==> src/rtl/core/assert_macros.svh <==
// Assertion helper macros shared by the RTL.
`ifndef ASSERT_MACROS_SVH
`define ASSERT_MACROS_SVH

// Implication checked on every clock edge outside reset.
`define ASSERT_IMPL(label, clk, rst_n, ante, cons) \
  label: assert property (@(posedge clk) disable iff (!rst_n) (ante) |-> (cons)) \
    else $error("assertion failed");

// Consequent checked in the cycle after its antecedent.
`define ASSERT_NEXT(label, clk, rst_n, ante, cons) \
  label: assert property (@(posedge clk) disable iff (!rst_n) (ante) |=> (cons)) \
    else $error("assertion failed");

`endif

==> src/rtl/core/piccolo_pkg.sv <==
// ----------------------------------------------------------------------------
// Piccolo package
// Shared constants, types and round functions of the Piccolo encryptor.
// ----------------------------------------------------------------------------
`default_nettype none
package piccolo_pkg;

  localparam int unsigned Rounds80  = 25;
  localparam int unsigned Rounds128 = 31;
  localparam int unsigned NumCells  = Rounds128;
  localparam int unsigned CellIdxW  = $clog2(NumCells + 1);
  localparam logic [31:0] Con80Mask  = 32'h0f1e2d3c;
  localparam logic [31:0] Con128Mask = 32'h6547a98b;
  localparam int unsigned CfgIdxW = 2;
  localparam int unsigned CfgDataW = 64;

  typedef enum logic [CfgIdxW-1:0] {
    CfgKeyLow  = 2'd0,
    CfgKeyHigh = 2'd1,
    CfgKeySize = 2'd2,
    CfgUnused  = 2'd3
  } cfg_idx_e;

  // Data carried from one round cell to the next.
  typedef struct packed {
    logic        valid;
    logic [63:0] blk;
  } cell_t;

  function automatic logic [3:0] sbox(input logic [3:0] x);
    logic [3:0] r;
    unique case (x)
      4'h0: r = 4'he;  4'h1: r = 4'h4;  4'h2: r = 4'hb;  4'h3: r = 4'h2;
      4'h4: r = 4'h3;  4'h5: r = 4'h8;  4'h6: r = 4'h0;  4'h7: r = 4'h9;
      4'h8: r = 4'h1;  4'h9: r = 4'ha;  4'ha: r = 4'h7;  4'hb: r = 4'hf;
      4'hc: r = 4'h6;  4'hd: r = 4'hc;  4'he: r = 4'h5;
      default: r = 4'hd;
    endcase
    return r;
  endfunction

  function automatic logic [3:0] gf_dbl(input logic [3:0] x);
    return {x[2:0], 1'b0} ^ (x[3] ? 4'h3 : 4'h0);
  endfunction

  function automatic logic [15:0] f_func(input logic [15:0] x);
    logic [3:0] a0, a1, a2, a3, y0, y1, y2, y3;
    a0 = sbox(x[15:12]);
    a1 = sbox(x[11:8]);
    a2 = sbox(x[7:4]);
    a3 = sbox(x[3:0]);
    y0 = gf_dbl(a0) ^ gf_dbl(a1) ^ a1 ^ a2 ^ a3;
    y1 = a0 ^ gf_dbl(a1) ^ gf_dbl(a2) ^ a2 ^ a3;
    y2 = a0 ^ a1 ^ gf_dbl(a2) ^ gf_dbl(a3) ^ a3;
    y3 = gf_dbl(a0) ^ a0 ^ a1 ^ a2 ^ gf_dbl(a3);
    return {sbox(y0), sbox(y1), sbox(y2), sbox(y3)};
  endfunction

  function automatic logic [31:0] con_pair(input logic [4:0] c, input logic [31:0] mask);
    logic [31:0] w;
    w = {27'd0, c};
    return ((w << 27) | (w << 17) | (w << 10) | w) ^ mask;
  endfunction

  function automatic logic [63:0] round_perm(input logic [63:0] x);
    logic [7:0] b [8];
    for (int i = 0; i < 8; i++) begin
      b[i] = x[63 - 8*i -: 8];
    end
    return {b[2], b[7], b[4], b[1], b[6], b[3], b[0], b[5]};
  endfunction

endpackage
`default_nettype wire

==> src/rtl/core/piccolo_keysched.sv <==
// ----------------------------------------------------------------------------
// Piccolo key schedule
// Registers the key and derives whitening and all round keys.
// ----------------------------------------------------------------------------
`default_nettype none
module piccolo_keysched (
  input  wire logic                              clk_i,
  input  wire logic                              rst_ni,
  input  wire logic                              cfg_we_i,
  input  wire logic [piccolo_pkg::CfgIdxW-1:0]   cfg_idx_i,
  input  wire logic [piccolo_pkg::CfgDataW-1:0]  cfg_data_i,
  output logic                                   big_o,
  output logic [63:0]                            wk_o,
  output logic [31:0]                            rk_o [piccolo_pkg::NumCells]
);
  logic [63:0] key_low_q, key_high_q;
  logic        key_size_q;
  logic [15:0] k [8];
  logic [15:0] rk_big [62];

  always_ff @(posedge clk_i or negedge rst_ni) begin
    if (!rst_ni) begin
      key_low_q  <= '0;
      key_high_q <= '0;
      key_size_q <= 1'b0;
    end else if (cfg_we_i) begin
      unique case (piccolo_pkg::cfg_idx_e'(cfg_idx_i))
        piccolo_pkg::CfgKeyLow:  key_low_q  <= cfg_data_i;
        piccolo_pkg::CfgKeyHigh: key_high_q <= cfg_data_i;
        piccolo_pkg::CfgKeySize: key_size_q <= cfg_data_i[0];
        default: ;
      endcase
    end
  end

  always_comb begin
    for (int i = 0; i < 4; i++) begin
      k[i]   = key_low_q[16*i +: 16];
      k[i+4] = key_high_q[16*i +: 16];
    end
  end

  // The 128-bit schedule is static given the key, so it is plain wiring.
  always_comb begin
    logic [15:0] w [8];
    logic [15:0] t [8];
    logic [31:0] c;
    for (int j = 0; j < 8; j++) w[j] = k[j];
    for (int i = 0; i < 62; i++) begin
      c = piccolo_pkg::con_pair(5'((i >> 1) + 1), piccolo_pkg::Con128Mask);
      t[0] = w[2]; t[1] = w[1]; t[2] = w[6]; t[3] = w[7];
      t[4] = w[0]; t[5] = w[3]; t[6] = w[4]; t[7] = w[5];
      if (((i + 2) % 8) == 0) begin
        for (int j = 0; j < 8; j++) w[j] = t[j];
      end
      rk_big[i] = w[(i + 2) % 8] ^ ((i % 2) == 1 ? c[15:0] : c[31:16]);
    end
  end

  always_comb begin
    logic [31:0] c;
    for (int i = 0; i < piccolo_pkg::NumCells; i++) begin
      c = piccolo_pkg::con_pair(5'(i + 1), piccolo_pkg::Con80Mask);
      if (key_size_q) begin
        rk_o[i] = {rk_big[2*i], rk_big[2*i+1]};
      end else begin
        if ((i % 5) == 0 || (i % 5) == 2) rk_o[i] = c ^ {k[2], k[3]};
        else if ((i % 5) == 3)            rk_o[i] = c ^ {k[4], k[4]};
        else                              rk_o[i] = c ^ {k[0], k[1]};
      end
    end
  end

  assign big_o = key_size_q;
  assign wk_o = key_size_q ?
    {k[0][15:8], k[1][7:0], k[1][15:8], k[0][7:0],
     k[4][15:8], k[7][7:0], k[7][15:8], k[4][7:0]} :
    {k[0][15:8], k[1][7:0], k[1][15:8], k[0][7:0],
     k[4][15:8], k[3][7:0], k[3][15:8], k[4][7:0]};
endmodule
`default_nettype wire

==> config.mk <==
export PLATFORM = sky130hd
export DESIGN_NAME = piccolo_keysched
export DESIGN_NICKNAME = d
export VERILOG_FILES = /design/src/rtl/core/assert_macros.svh /design/src/rtl/core/piccolo_pkg.sv /design/src/rtl/core/piccolo_keysched.sv
export SDC_FILE = /design/constraint.sdc
export NUM_CORES = 1
export LEC_CHECK = 0
export BUFFER_PORTS_ARGS = -buffer_cell sky130_fd_sc_hd__buf_2
export CAP_MARGIN = 40
export CORE_AREA = 8 8 438 440
export DETAILED_ROUTE_END_ITERATION = 6
export DIE_AREA = 0 0 446 448
export PLACE_DENSITY_LB_ADDON = 0.25
export SYNTH_ARGS = -nofsm -noshare
export SYNTH_HDL_FRONTEND = slang
export SYNTH_SLANG_ARGS = --single-unit
==> constraint.sdc <==
create_clock -name clk_i -period 4.4 [get_ports clk_i]
set_clock_uncertainty 0.05 [all_clocks]
set_input_delay 0.22 -clock clk_i [delete_from_list [all_inputs] [get_ports clk_i]]
set_output_delay 0.22 -clock clk_i [all_outputs]
set_load 0.05 [all_outputs]
==> flow_summary.ini <==
[cts]
cts_tree = yes
clkLatencyLatePin_ns = 0.52
cts_buffer_depth = 2
cts_max_level = 4
clk_pin_slew_ns = 0.07
cts_buffers = 17
ctsResizeCount = 0
clock-root-buffer = clkbuf_16
clkSinkCount = 129
post_cts.repair.setup_buffers = 0

[layout]
final_nets = 2329
fillers = 21703
syn_to_final_growth_pct = 43.12
fin_util_pct = 10.40
drive_above_1_share_pct = 59.60

[yosys]
avgSynthCellArea_um2 = 8.277
synth_xor_area_share_pct = 2.285
seq_area_frac_synth_pct = 24.06
yosysUniqueCellTypes = 26
syn-num-nets = 1690
ys.warnings.count = 0
synth-seq-cells = 129
synthesis.area_mm2 = 0.01342
synth_mux_area_share_pct = 12.81
synth_compound_area_share_pct = 11.00
synthCells = 1621
synth_fa_ha_area_share_pct = 0
yosys.area_share.simple_pct = 12.38
synth_top_family_by_area = buffers and inverters

[setup_path]
endpoint_kind = output port
cp_slowest_cell = a21oi_1
critPathTopFamily = buffers and inverters
start_kind = flip-flop
crit_top_cell = buf_12
worstPathRequired_ns = 4.13
path_cells = buf_12 -> buf_12 -> nor2b_1 -> a21oi_1 -> buf_2
cp.arrival_ns = 3.16
crit_type = reg2out
crit_buf_inv = 3
cp_max_fo = 69
slowest_delay_ns = 0.78

[timing]
period_needed_ns = 3.426
setup_tns_ns = 0
slew_viol_final = 0
fmax_mhz = 291.9
max_slew_margin_pct = 31.77
finalCritPeriodShare_pct = 77.86
worst_pin_slew_ns = 1.013
setup_violations = 0
finalHoldViolCount = 0
rsz0062_at_grt = no

[floorplanning]
rows = 158
die_x_um = 446
io_pins = 1126
dieArea_mm2 = 0.1998
die_h_um = 448
core-area_mm2 = 0.1846
initial_core_util_pct = 7.266

[route]
wl_per_cell_um = 27.33
drt_iter0_drc = 1009
drt_pre_antenna_iters = 5
drt-total-wl_um = 130100
postRouteAntennaNets = 0
drc = 0
via_count = 13795
via_per_inst = 2.899

[placement]
dp_hpwl_um = 115600
gp_congestion = 0.8891
io_buffers = 1125

[grt]
gr-total-overflow = 0
grt_pass1_vias = 13639
antenna_found_initial = 18
grt_pass1_wl_um = 158000
grtUsageTotal_pct = 12.17
grt_max_degree = 92

[run_status]
outcome = finished clean

[hold_path]
hold_path_class = in2async

[job]
drv_cap = 0
## final timing paths
check                                     from              to  slack [ns]  cells past startpoint
worst max-delay path                     big_o       rk_o[747]        0.97                      5
worst min-delay path                    rst_ni   key_high_q[2]        0.21                      2
worst max register to register           big_o           big_o        3.10                      2
worst min register to register  key_high_q[38]  key_high_q[38]        0.46                      1
max in group asynchronous               rst_ni   key_high_q[3]        3.09                      3
min in group clk_i              cfg_data_i[10]  key_high_q[10]        0.42                      3
## what timing repair did
item | CTS | global route
endpoints found under the setup margin | 0 | 0
hold buffers | 68 | 0
hold endpoints to repair | 183 | 0
## cells in the final DEF, fill, tap and decap left out, types with 3 or more instances in the layout
| master | count |
|---|---|
| nor2b_1 | 59 |
| clkinvlp_4 | 3 |
| xnor2_1 | 13 |
| mux2_4 | 65 |
| buf_2 | 1125 |
| diode_2 | 7 |
| buf_4 | 52 |
| inv_1 | 56 |
| o21ai_0 | 74 |
| dfrtp_1 | 128 |
| o21a_1 | 13 |
| buf_12 | 7 |
| clkbuf_16 | 17 |
| dlygate4sd3_1 | 68 |
| a21boi_0 | 6 |
| nor2_1 | 37 |
| clkinv_4 | 3 |
| nand2b_1 | 68 |
| a21o_1 | 13 |
| nand2_1 | 185 |
| clkinv_2 | 4 |
| xor2_1 | 22 |
| mux2_2 | 66 |
| a21oi_1 | 170 |
## synth_stat cells, drive strengths merged
| cell | instances | area [µm²] |
|---|---|---|
| nor3b | 1 | 12.51 |
| o21a | 13 | 97.59 |
| and2 | 1 | 6.260 |
| nand2 | 185 | 694.4 |
| dfrtp | 129 | 3228 |
| clkbuf | 16 | 61.30 |
| a21boi | 6 | 45.04 |
| nand3b | 2 | 15.01 |
| a21o | 13 | 97.59 |
| nand2b | 68 | 425.4 |
| buf | 621 | 4750 |
| o21ai | 76 | 380.4 |
| a21oi | 171 | 855.8 |
| mux2 | 131 | 1719 |
| inv | 57 | 214.0 |
| xor2 | 22 | 192.7 |
| nor2b | 59 | 369.1 |
| xnor2 | 13 | 113.9 |
| nor2 | 37 | 138.9 |
## state kept, by name (all words and copies together) (netlist names)
signal,count
key_high_q,64
key_low_q,64
big_o,1
## cell type report
type	instances	area, µm²	area share, %
Clock inverter	12	86.33	0.4496
Sequential cell	129	3232	16.83
Inverter	57	214.0	1.114
Timing Repair Buffer	1257	6933	36.10
Tap cell	2480	3103	16.16
Clock buffer	19	442.9	2.307
Antenna cell	7	17.52	0.09122
Multi-Input combinational cell	798	5174	26.94
## stage by stage
stage | area, µm² | hold WS (ns) | std cells | setup slack, ns
2_1_floorplan | 13420 | -0.1256 | 1621 | 1.141
3_3_place_gp | 17840 | 0.2462 | 4643 | 1.080
3_5_place_dp | 17970 | 0.2338 | 4653 | 1.459
4_1_cts | 19180 | 0.1823 | 4752 | 0.8236
5_1_grt | 19190 | 0.2324 | 4756 | 0.6783
6_report | 19200 | 0.2094 | 4759 | 0.9742
## kinds of logic (layout without fill, tap and decap cells)
family	count (synthesis)	in the layout
AO/OA/AOI/OAI	279	279
buffers and inverters	694	1345
other	0	7
flip-flops	129	129
AND/OR/NAND/NOR	353	353
multiplexers	131	131
XOR/XNOR	35	35
## routing by layer
metal | global-route usage (%) | wire length (µm) | share of wire, % | up-vias
met5 | 0 | 0 | 0 | -
met4 | 2.439 | 1773 | 1.4 | 0
met3 | 5.092 | 12810 | 9.8 | 49
met2 | 20.57 | 63420 | 49 | 731
met1 | 14.49 | 52080 | 40 | 7046
li1 | - | - | - | 5969
## worst reg2reg max path, stage by stage (launching register included)
cell	delay, ns
dfrtp_4	0.62
buf_12	0.24
mux2_2	0.28
Power is left out: the tool's default activity adds up to more than one toggle a clock period on the data nets, which glitch-free logic cannot reach.
