**config.mk**
```make
export PLATFORM = sky130hd
export DESIGN_NAME = piccolo_cell
export DESIGN_NICKNAME = d
export VERILOG_FILES = /design/src/rtl/core/assert_macros.svh /design/src/rtl/core/piccolo_pkg.sv /design/src/rtl/core/piccolo_cell.sv
export SDC_FILE = /design/constraint.sdc
export NUM_CORES = 1
export LEC_CHECK = 0
export BUFFER_PORTS_ARGS = -buffer_cell sky130_fd_sc_hd__buf_2
export CAP_MARGIN = 0
export CORE_ASPECT_RATIO = 0.6
export CORE_MARGIN = 1.5
export CORE_UTILIZATION = 55
export CTS_CLUSTER_DIAMETER = 80
export DETAILED_ROUTE_END_ITERATION = 16
export PLACE_DENSITY = 0.82
export SLEW_MARGIN = 0
export SYNTH_ARGS = -nofsm -noshare
export SYNTH_HDL_FRONTEND = slang
export SYNTH_SLANG_ARGS = --single-unit
```
**constraint.sdc**
```tcl
create_clock -name clk_i -period 1.9 [get_ports clk_i]
set_clock_uncertainty 0.1 [all_clocks]
set_input_delay 0.095 -clock clk_i [delete_from_list [all_inputs] [get_ports clk_i]]
set_output_delay 0.095 -clock clk_i [all_outputs]
set_load 0.02 [all_outputs]
```
**src/rtl/core/assert_macros.svh**
```systemverilog
// Assertion helper macros shared by the RTL.
`ifndef ASSERT_MACROS_SVH
`define ASSERT_MACROS_SVH

// Implication checked on every clock edge outside reset.
`define ASSERT_IMPL(label, clk, rst_n, ante, cons) \
  label: assert property (@(posedge clk) disable iff (!rst_n) (ante) |-> (cons)) \
    else $error("assertion failed");

// Consequent checked in the cycle after its antecedent.
`define ASSERT_NEXT(label, clk, rst_n, ante, cons) \
  label: assert property (@(posedge clk) disable iff (!rst_n) (ante) |=> (cons)) \
    else $error("assertion failed");

`endif

```
**src/rtl/core/piccolo_pkg.sv**
```systemverilog
// ----------------------------------------------------------------------------
// Piccolo package
// Shared constants, types and round functions of the Piccolo encryptor.
// ----------------------------------------------------------------------------
`default_nettype none
package piccolo_pkg;

  localparam int unsigned Rounds80  = 25;
  localparam int unsigned Rounds128 = 31;
  localparam int unsigned NumCells  = Rounds128;
  localparam int unsigned CellIdxW  = $clog2(NumCells + 1);
  localparam logic [31:0] Con80Mask  = 32'h0f1e2d3c;
  localparam logic [31:0] Con128Mask = 32'h6547a98b;
  localparam int unsigned CfgIdxW = 2;
  localparam int unsigned CfgDataW = 64;

  typedef enum logic [CfgIdxW-1:0] {
    CfgKeyLow  = 2'd0,
    CfgKeyHigh = 2'd1,
    CfgKeySize = 2'd2,
    CfgUnused  = 2'd3
  } cfg_idx_e;

  // Data carried from one round cell to the next.
  typedef struct packed {
    logic        valid;
    logic [63:0] blk;
  } cell_t;

  function automatic logic [3:0] sbox(input logic [3:0] x);
    logic [3:0] r;
    unique case (x)
      4'h0: r = 4'he;  4'h1: r = 4'h4;  4'h2: r = 4'hb;  4'h3: r = 4'h2;
      4'h4: r = 4'h3;  4'h5: r = 4'h8;  4'h6: r = 4'h0;  4'h7: r = 4'h9;
      4'h8: r = 4'h1;  4'h9: r = 4'ha;  4'ha: r = 4'h7;  4'hb: r = 4'hf;
      4'hc: r = 4'h6;  4'hd: r = 4'hc;  4'he: r = 4'h5;
      default: r = 4'hd;
    endcase
    return r;
  endfunction

  function automatic logic [3:0] gf_dbl(input logic [3:0] x);
    return {x[2:0], 1'b0} ^ (x[3] ? 4'h3 : 4'h0);
  endfunction

  function automatic logic [15:0] f_func(input logic [15:0] x);
    logic [3:0] a0, a1, a2, a3, y0, y1, y2, y3;
    a0 = sbox(x[15:12]);
    a1 = sbox(x[11:8]);
    a2 = sbox(x[7:4]);
    a3 = sbox(x[3:0]);
    y0 = gf_dbl(a0) ^ gf_dbl(a1) ^ a1 ^ a2 ^ a3;
    y1 = a0 ^ gf_dbl(a1) ^ gf_dbl(a2) ^ a2 ^ a3;
    y2 = a0 ^ a1 ^ gf_dbl(a2) ^ gf_dbl(a3) ^ a3;
    y3 = gf_dbl(a0) ^ a0 ^ a1 ^ a2 ^ gf_dbl(a3);
    return {sbox(y0), sbox(y1), sbox(y2), sbox(y3)};
  endfunction

  function automatic logic [31:0] con_pair(input logic [4:0] c, input logic [31:0] mask);
    logic [31:0] w;
    w = {27'd0, c};
    return ((w << 27) | (w << 17) | (w << 10) | w) ^ mask;
  endfunction

  function automatic logic [63:0] round_perm(input logic [63:0] x);
    logic [7:0] b [8];
    for (int i = 0; i < 8; i++) begin
      b[i] = x[63 - 8*i -: 8];
    end
    return {b[2], b[7], b[4], b[1], b[6], b[3], b[0], b[5]};
  endfunction

endpackage
`default_nettype wire

```
**src/rtl/core/piccolo_cell.sv**
```systemverilog
// ----------------------------------------------------------------------------
// Piccolo round cell
// One registered round, without the permutation in the last round; passes blocks through unchanged past it.
// ----------------------------------------------------------------------------
`default_nettype none
module piccolo_cell (
  input  wire logic                            clk_i,
  input  wire logic                            rst_ni,
  input  wire logic                            en_i,
  input  wire logic                            active_i,
  input  wire logic                            last_i,
  input  wire logic [31:0]                     rk_i,
  input  wire piccolo_pkg::cell_t              in_i,
  output piccolo_pkg::cell_t                   out_o
);
  logic        valid_q;
  logic [63:0] blk_q, blk_d, r;

  always_comb begin
    r = in_i.blk;
    r[47:32] = r[47:32] ^ piccolo_pkg::f_func(r[63:48]) ^ rk_i[31:16];
    r[15:0]  = r[15:0] ^ piccolo_pkg::f_func(r[31:16]) ^ rk_i[15:0];
    if (!active_i)    blk_d = in_i.blk;
    else if (last_i)  blk_d = r;
    else              blk_d = piccolo_pkg::round_perm(r);
  end

  always_ff @(posedge clk_i or negedge rst_ni) begin
    if (!rst_ni)     valid_q <= 1'b0;
    else if (en_i)   valid_q <= in_i.valid;
  end

  always_ff @(posedge clk_i) begin
    if (en_i) blk_q <= blk_d;
  end

  assign out_o = '{valid: valid_q, blk: blk_q};
endmodule
`default_nettype wire
```
==> results.cfg, run 1 <==
[floorplanning]
start_util_pct = 57.5
die_x_um = 150
die_h_um = 91.0
ioPinCount = 167
rows = 31

[logic_synthesis]
synth_top_area_cell = edfxtp_1
ys_seq_area_share_pct = 27.4
yosysWarningCount = 0
post-synth-top-area-fraction_pct = 27.1
syn_inst = 694
ys.flop_type = edfxtp_1
ys_async_sr_fraction_pct = 1.54
netlist_top_cells_area = edfxtp_1, xnor2_1, xnor3_1
synth_cell_types = 60
synth-seq-cells = 65
synth_nets = 832
syn_avg_cell_area_um2 = 10.2
synth_edf_count = 64
synth_area_um2 = 7100

[global_route]
grt_max_degree = 49

[clock_tree]
cts_sinks = 65
cts_root_buf = clkbuf_16
clockBufferDepth = 2
cts-htree-levels = 3
numCtsBuffers = 9

[placed_design]
place_hpwl_um = 18300
place.gp.congestion = 0.933
io_buffers = 166
dp_cells = 1180
post-place-ws_ns = -1.65

[run_status]
haltStage = 5_1_grt
status = stopped before the end
stop_error = [ERROR DPL-0038] Utilization greater than 100%, impossible to legalize

[sta]
endpoint_type = register input
crit_endpoint = blk_q[44]$_DFFE_PP_/D
-- cell families after synthesis --
| kind of cell | share of synthesized area (%) |
|---|---|
| xor+xnor | 30.8 |
| fa+ha+maj | 6.35 |
| simple gates | 8.71 |
| compound gates | 10.5 |
| buf+inv | 5.03 |
| mux | 11.2 |
| flops | 27.4 |
-- timing repair --
item / in CTS
pin swaps: 88
endpoints found under the setup margin: 64
endpoints found under the hold margin: 14
hold buffers: 15
gates resized for setup: 211
setup buffers: 40
-- cells in the mapped netlist (14+ instances only) --
library cell / instances
xnor2_1: 109
edfxtp_1: 64
nand2_1: 58
a21oi_1: 41
inv_1: 40
nor2_1: 40
mux2i_1: 39
ha_1: 36
xor2_1: 30
o21ai_0: 28
xnor3_1: 28
mux2_2: 20
o21ai_1: 18
o22ai_1: 14
-- per-stage QoR --
step | util (%) | hold WS (ns) | cell area, um^2
floorplan | - | -0.301 | 7590
global placement | 80.2 | -0.231 | 9890
detailed placement | 80.2 | -0.225 | 9890
CTS | 94.1 | 0.00310 | 11600
==> inputs of run 2 (changes only) <==
--- a/config.mk
+++ b/config.mk
@@ -7,12 +7,10 @@
 export LEC_CHECK = 0
 export BUFFER_PORTS_ARGS = -buffer_cell sky130_fd_sc_hd__buf_2
 export CAP_MARGIN = 0
-export CORE_ASPECT_RATIO = 0.6
 export CORE_MARGIN = 1.5
-export CORE_UTILIZATION = 55
-export CTS_CLUSTER_DIAMETER = 80
+export CORE_UTILIZATION = 40
 export DETAILED_ROUTE_END_ITERATION = 16
-export PLACE_DENSITY = 0.82
+export PLACE_DENSITY_LB_ADDON = 0.15
 export SLEW_MARGIN = 0
 export SYNTH_ARGS = -nofsm -noshare
 export SYNTH_HDL_FRONTEND = slang
==> results.cfg, run 2 <==
[clock_tree]
cts_tree = yes
cts_root_buf = clkbuf_16
clk_pin_slew_ns = 0.06
cts-htree-levels = 3
numCtsBuffers = 9
clockBufferDepth = 2
cts_sinks = 65
clk_latency_ns = 0.34

[routing]
wirelength_um = 24100
highest_layer = met4
vias_per_cell = 5.05
drt-met1-wl_um = 9710
met3_length_um = 1480
drtPass1Iterations = 5
wl_met2_um = 12300
drtIter0Drc = 289
dr_total_vias = 6770
wire_per_inst_um = 18.0
drc_errors = 0
postRouteAntennaNets = 0

[sta]
relSlewSlack_pct = 60.3
finalHoldViolCount = 0
period_needed_ns = 2.90
tightest_slew_ns = 0.591
whs_ns = 0.00826
fin_ws_ns = -1.00
rsz0062_at_grt = yes
setup_viol_count_final = 64
timing.fmax_ghz = 0.344
fin_crit_sh_pct = 153
drv_slew = 0

[logic_synthesis]
ys_async_sr_fraction_pct = 1.54
ys_seq_area_share_pct = 27.4
yosysWarningCount = 0
synth_edf_count = 64
netlist_top_cells_area = edfxtp_1, xnor2_1, xnor3_1
synth_cell_types = 60
synthMostInstantiatedCell = xnor2_1
synth-seq-cells = 65
synth_top_area_cell = edfxtp_1
synth_commonest_cells = xnor2_1, edfxtp_1, nand2_1
synth_area_um2 = 7100
synth_nets = 832
ys.flop_type = edfxtp_1
syn_inst = 694
syn_avg_cell_area_um2 = 10.2
post-synth-top-area-fraction_pct = 27.1

[cells_and_area]
drive_gt1_share_pct = 61.1
stdcell_area_um2 = 12800
final_common_cell = buf_4
largest_reg_flops = 64
area_growth_pct = 80.1
reg.largest.list = blk_q: 64 flops, valid_q: 1 flops
n_antenna_cell = 0
largest_register = blk_q
mostFrequentLayoutCells = buf_4, buf_2, edfxtp_1
final_nets = 1248
fin_util_pct = 73.9

[critical_path]
startpoint_type = input port
reg2reg_depth = 1
worstPathMaxFanout = 3
path_class = input port to flop
cp.arrival_ns = 2.90
critPathRequiredTime_ns = 1.90
r2r_slack_ns = 1.05
r2r_end = valid_q
reg2reg_from = valid_q
cp-end-kind = flop

[hold_path]
hold_depth = 3
holdCritStartpoint = in_i[59]
holdPathEnd = blk_q[59]
min_path_type = input port to flop

[power_and_ir_drop]
power.leakage_nw = 5.83
worst_ir_drop_vdd_mv = 0.911
finalPower_w = 0.0163
p_per_area_nw_per_um2 = 1280

[floorplanning]
die_area_um2 = 18500
die_h_um = 136
ioPinCount = 167
fp.coreArea_um2 = 17300
die_x_um = 136
rows = 48
start_util_pct = 41.0

[global_route]
grt_max_degree = 39
grt_overflow = 0
grtUsageTotal_pct = 25.6
antenna_found_initial = 0
grt_pass1_wl_um = 35800
grt_pass1_vias = 6830

[placed_design]
placed_area_um2 = 10000
place_hpwl_um = 17400
io_buffers = 166
post-place-ws_ns = -1.50
place.gp.congestion = 0.865

[flow_run]
cap_viol_max_count = 0

[run_status]
violations = negative setup slack
status = finished, violations left
-- run 2: cell counts after synthesis --
No cell type changed its count.
-- run 2: per-layer routing --
metal / global-route usage (%) / up-vias
met5: 0 / -
li1: - / 3256
met2: 45.2 / 231
met1: 31.5 / 3247
met3: 5.41 / 36
met4: 7.27 / 0
-- run 2: through the flow --
step / std cells / setup TNS [ns]
final: 1340 / -45.09
after global routing: 1340 / -50.51
after CTS: 1319 / -43.24
after detailed placement: 1249 / -76.34
after global placement: 1249 / -73.61
after floorplan: 694 / -44.52
-- run 2: worst max-delay path: stages --
cell and delay [ns]:
buf_8 0.11, buf_4 0.13, ha_1 0.16, mux4_2 0.57, xor2_4 0.21, xnor3_1 0.26, xnor2_2 0.25, inv_2 0.10
ha_4 0.22, mux2i_1 0.13, mux2i_1 0.11, xnor2_1 0.28, mux2i_1 0.22, a21oi_1 0.07
-- run 2: logic make-up (layout without fill, tap and decap cells) --
group | after synthesis | count (layout) | synth area share (%)
buf+inv | 76 | 497 | 5.03
fa+ha+maj | 36 | 36 | 6.35
compound gates | 127 | 127 | 10.5
flops | 65 | 65 | 27.4
mux | 67 | 67 | 11.2
simple gates | 138 | 138 | 8.71
xor+xnor | 185 | 185 | 30.8
-- run 2: power by group --
group | switching, W | leakage [nW] | total (W) | internal (W)
Sequential | 0.0000798 | 0.638 | 0.00205 | 0.00197
Combinational | 0.00562 | 5.04 | 0.0123 | 0.00673
Clock | 0.000695 | 0.159 | 0.00192 | 0.00122
-- run 2: area by class of cell --
cell class,instances,area (um^2)
Timing Repair Buffer,436,3390
Sequential cell,65,1950
Multi-Input combinational cell,553,6510
Inverter,45,317
Clock inverter,4,76.3
Clock buffer,12,256
Tap cell,225,282
Fill cell,1185,4520
-- run 2: worst max-delay path by stage --
stage | slack, ns | startpoint | cells past startpoint | to
2_1_floorplan | -1.22 | in_i[56] | 14 | blk_q[44]
3_3_place_gp | -1.42 | in_i[56] | 15 | blk_q[44]
3_5_place_dp | -1.50 | in_i[56] | 16 | blk_q[44]
4_1_cts | -0.98 | in_i[57] | 15 | blk_q[44]
5_1_grt | -1.10 | in_i[57] | 15 | blk_q[44]
6_report | -1.00 | in_i[57] | 14 | blk_q[44]
-- run 2: timing repair --
item / CTS / global route
hold endpoints to repair: 22 / 0
cloned: 0 / 0
pin swaps: 93 / 87
buffers inserted: 46 / 37
gates resized for setup: 196 / 147
setup endpoints to repair: 64 / 64
hold buffers: 23 / 0
Note: power is estimated with default switching activity, not from simulation.
==> inputs of run 3 (changes only) <==
--- a/config.mk
+++ b/config.mk
@@ -5,10 +5,10 @@
 export SDC_FILE = /design/constraint.sdc
 export NUM_CORES = 1
 export LEC_CHECK = 0
+export ABC_CLOCK_PERIOD_IN_PS = 1900
 export BUFFER_PORTS_ARGS = -buffer_cell sky130_fd_sc_hd__buf_2
 export CAP_MARGIN = 0
-export CORE_MARGIN = 1.5
-export CORE_UTILIZATION = 40
+export CORE_UTILIZATION = 60
 export DETAILED_ROUTE_END_ITERATION = 16
 export PLACE_DENSITY_LB_ADDON = 0.15
 export SLEW_MARGIN = 0
==> results.cfg, run 3 <==
[run_status]
status = stopped before the end
haltStage = 4_1_cts
stop_error = [ERROR DPL-0038] Utilization greater than 100%, impossible to legalize

[logic_synthesis]
synth_compound_area_share_pct = 10.5
synth_top_family_by_area = XOR/XNOR gates
synth_nets = 832
synth_commonest_cells = xnor2_1, edfxtp_1, nand2_1
ys_seq_area_share_pct = 27.4
syn_inst = 694
synth_area_um2 = 7100
yosys.area_share.adder_pct = 6.35
synth_edf_count = 64
ys.flop_type = edfxtp_1
synth-xor-area-share_pct = 30.8
yosys.area_share.simple_pct = 8.71
syn_avg_cell_area_um2 = 10.2
synth_cell_types = 60
ys_async_sr_fraction_pct = 1.54
synthMuxAreaShare_pct = 11.2
post-synth-top-area-fraction_pct = 27.1
synthMostInstantiatedCell = xnor2_1
synth_top_area_cell = edfxtp_1
yosysWarningCount = 0
synth-seq-cells = 65
netlist_top_cells_area = edfxtp_1, xnor2_1, xnor3_1

[floorplanning]
die_x_um = 111
die_h_um = 111
start_util_pct = 61.9
rows = 39
ioPinCount = 167

[placed_design]
place.gp.congestion = 0.962
io_buffers = 166
dp_cells = 1163
place_hpwl_um = 17700

[clock_tree]
cts_resized = 262
cts_sinks = 65
numCtsBuffers = 9
cts-hold-fix-buffers = 22
clockBufferDepth = 2
cts_root_buf = clkbuf_16
postCtsSetupBuffers = 47
cts-htree-levels = 3
run 3: cell counts after synthesis:
No cell type changed its count.
run 3: kinds of logic after synthesis:
| logic type | Yosys count |
|---|---|
| compound gates | 127 |
| xor+xnor | 185 |
| fa+ha+maj | 36 |
| buf+inv | 76 |
| flops | 65 |
| mux | 67 |
| simple gates | 138 |
run 3: through the flow:
| step | worst slack [ns] | cell area (um^2) | utilization, % | hold slack, ns |
|---|---|---|---|---|
| after global placement | -1.35 | 9860 | 86.0 | -0.230 |
| after detailed placement | -1.49 | 9860 | 86.0 | -0.226 |
| after floorplan | -1.22 | 7590 | - | -0.301 |
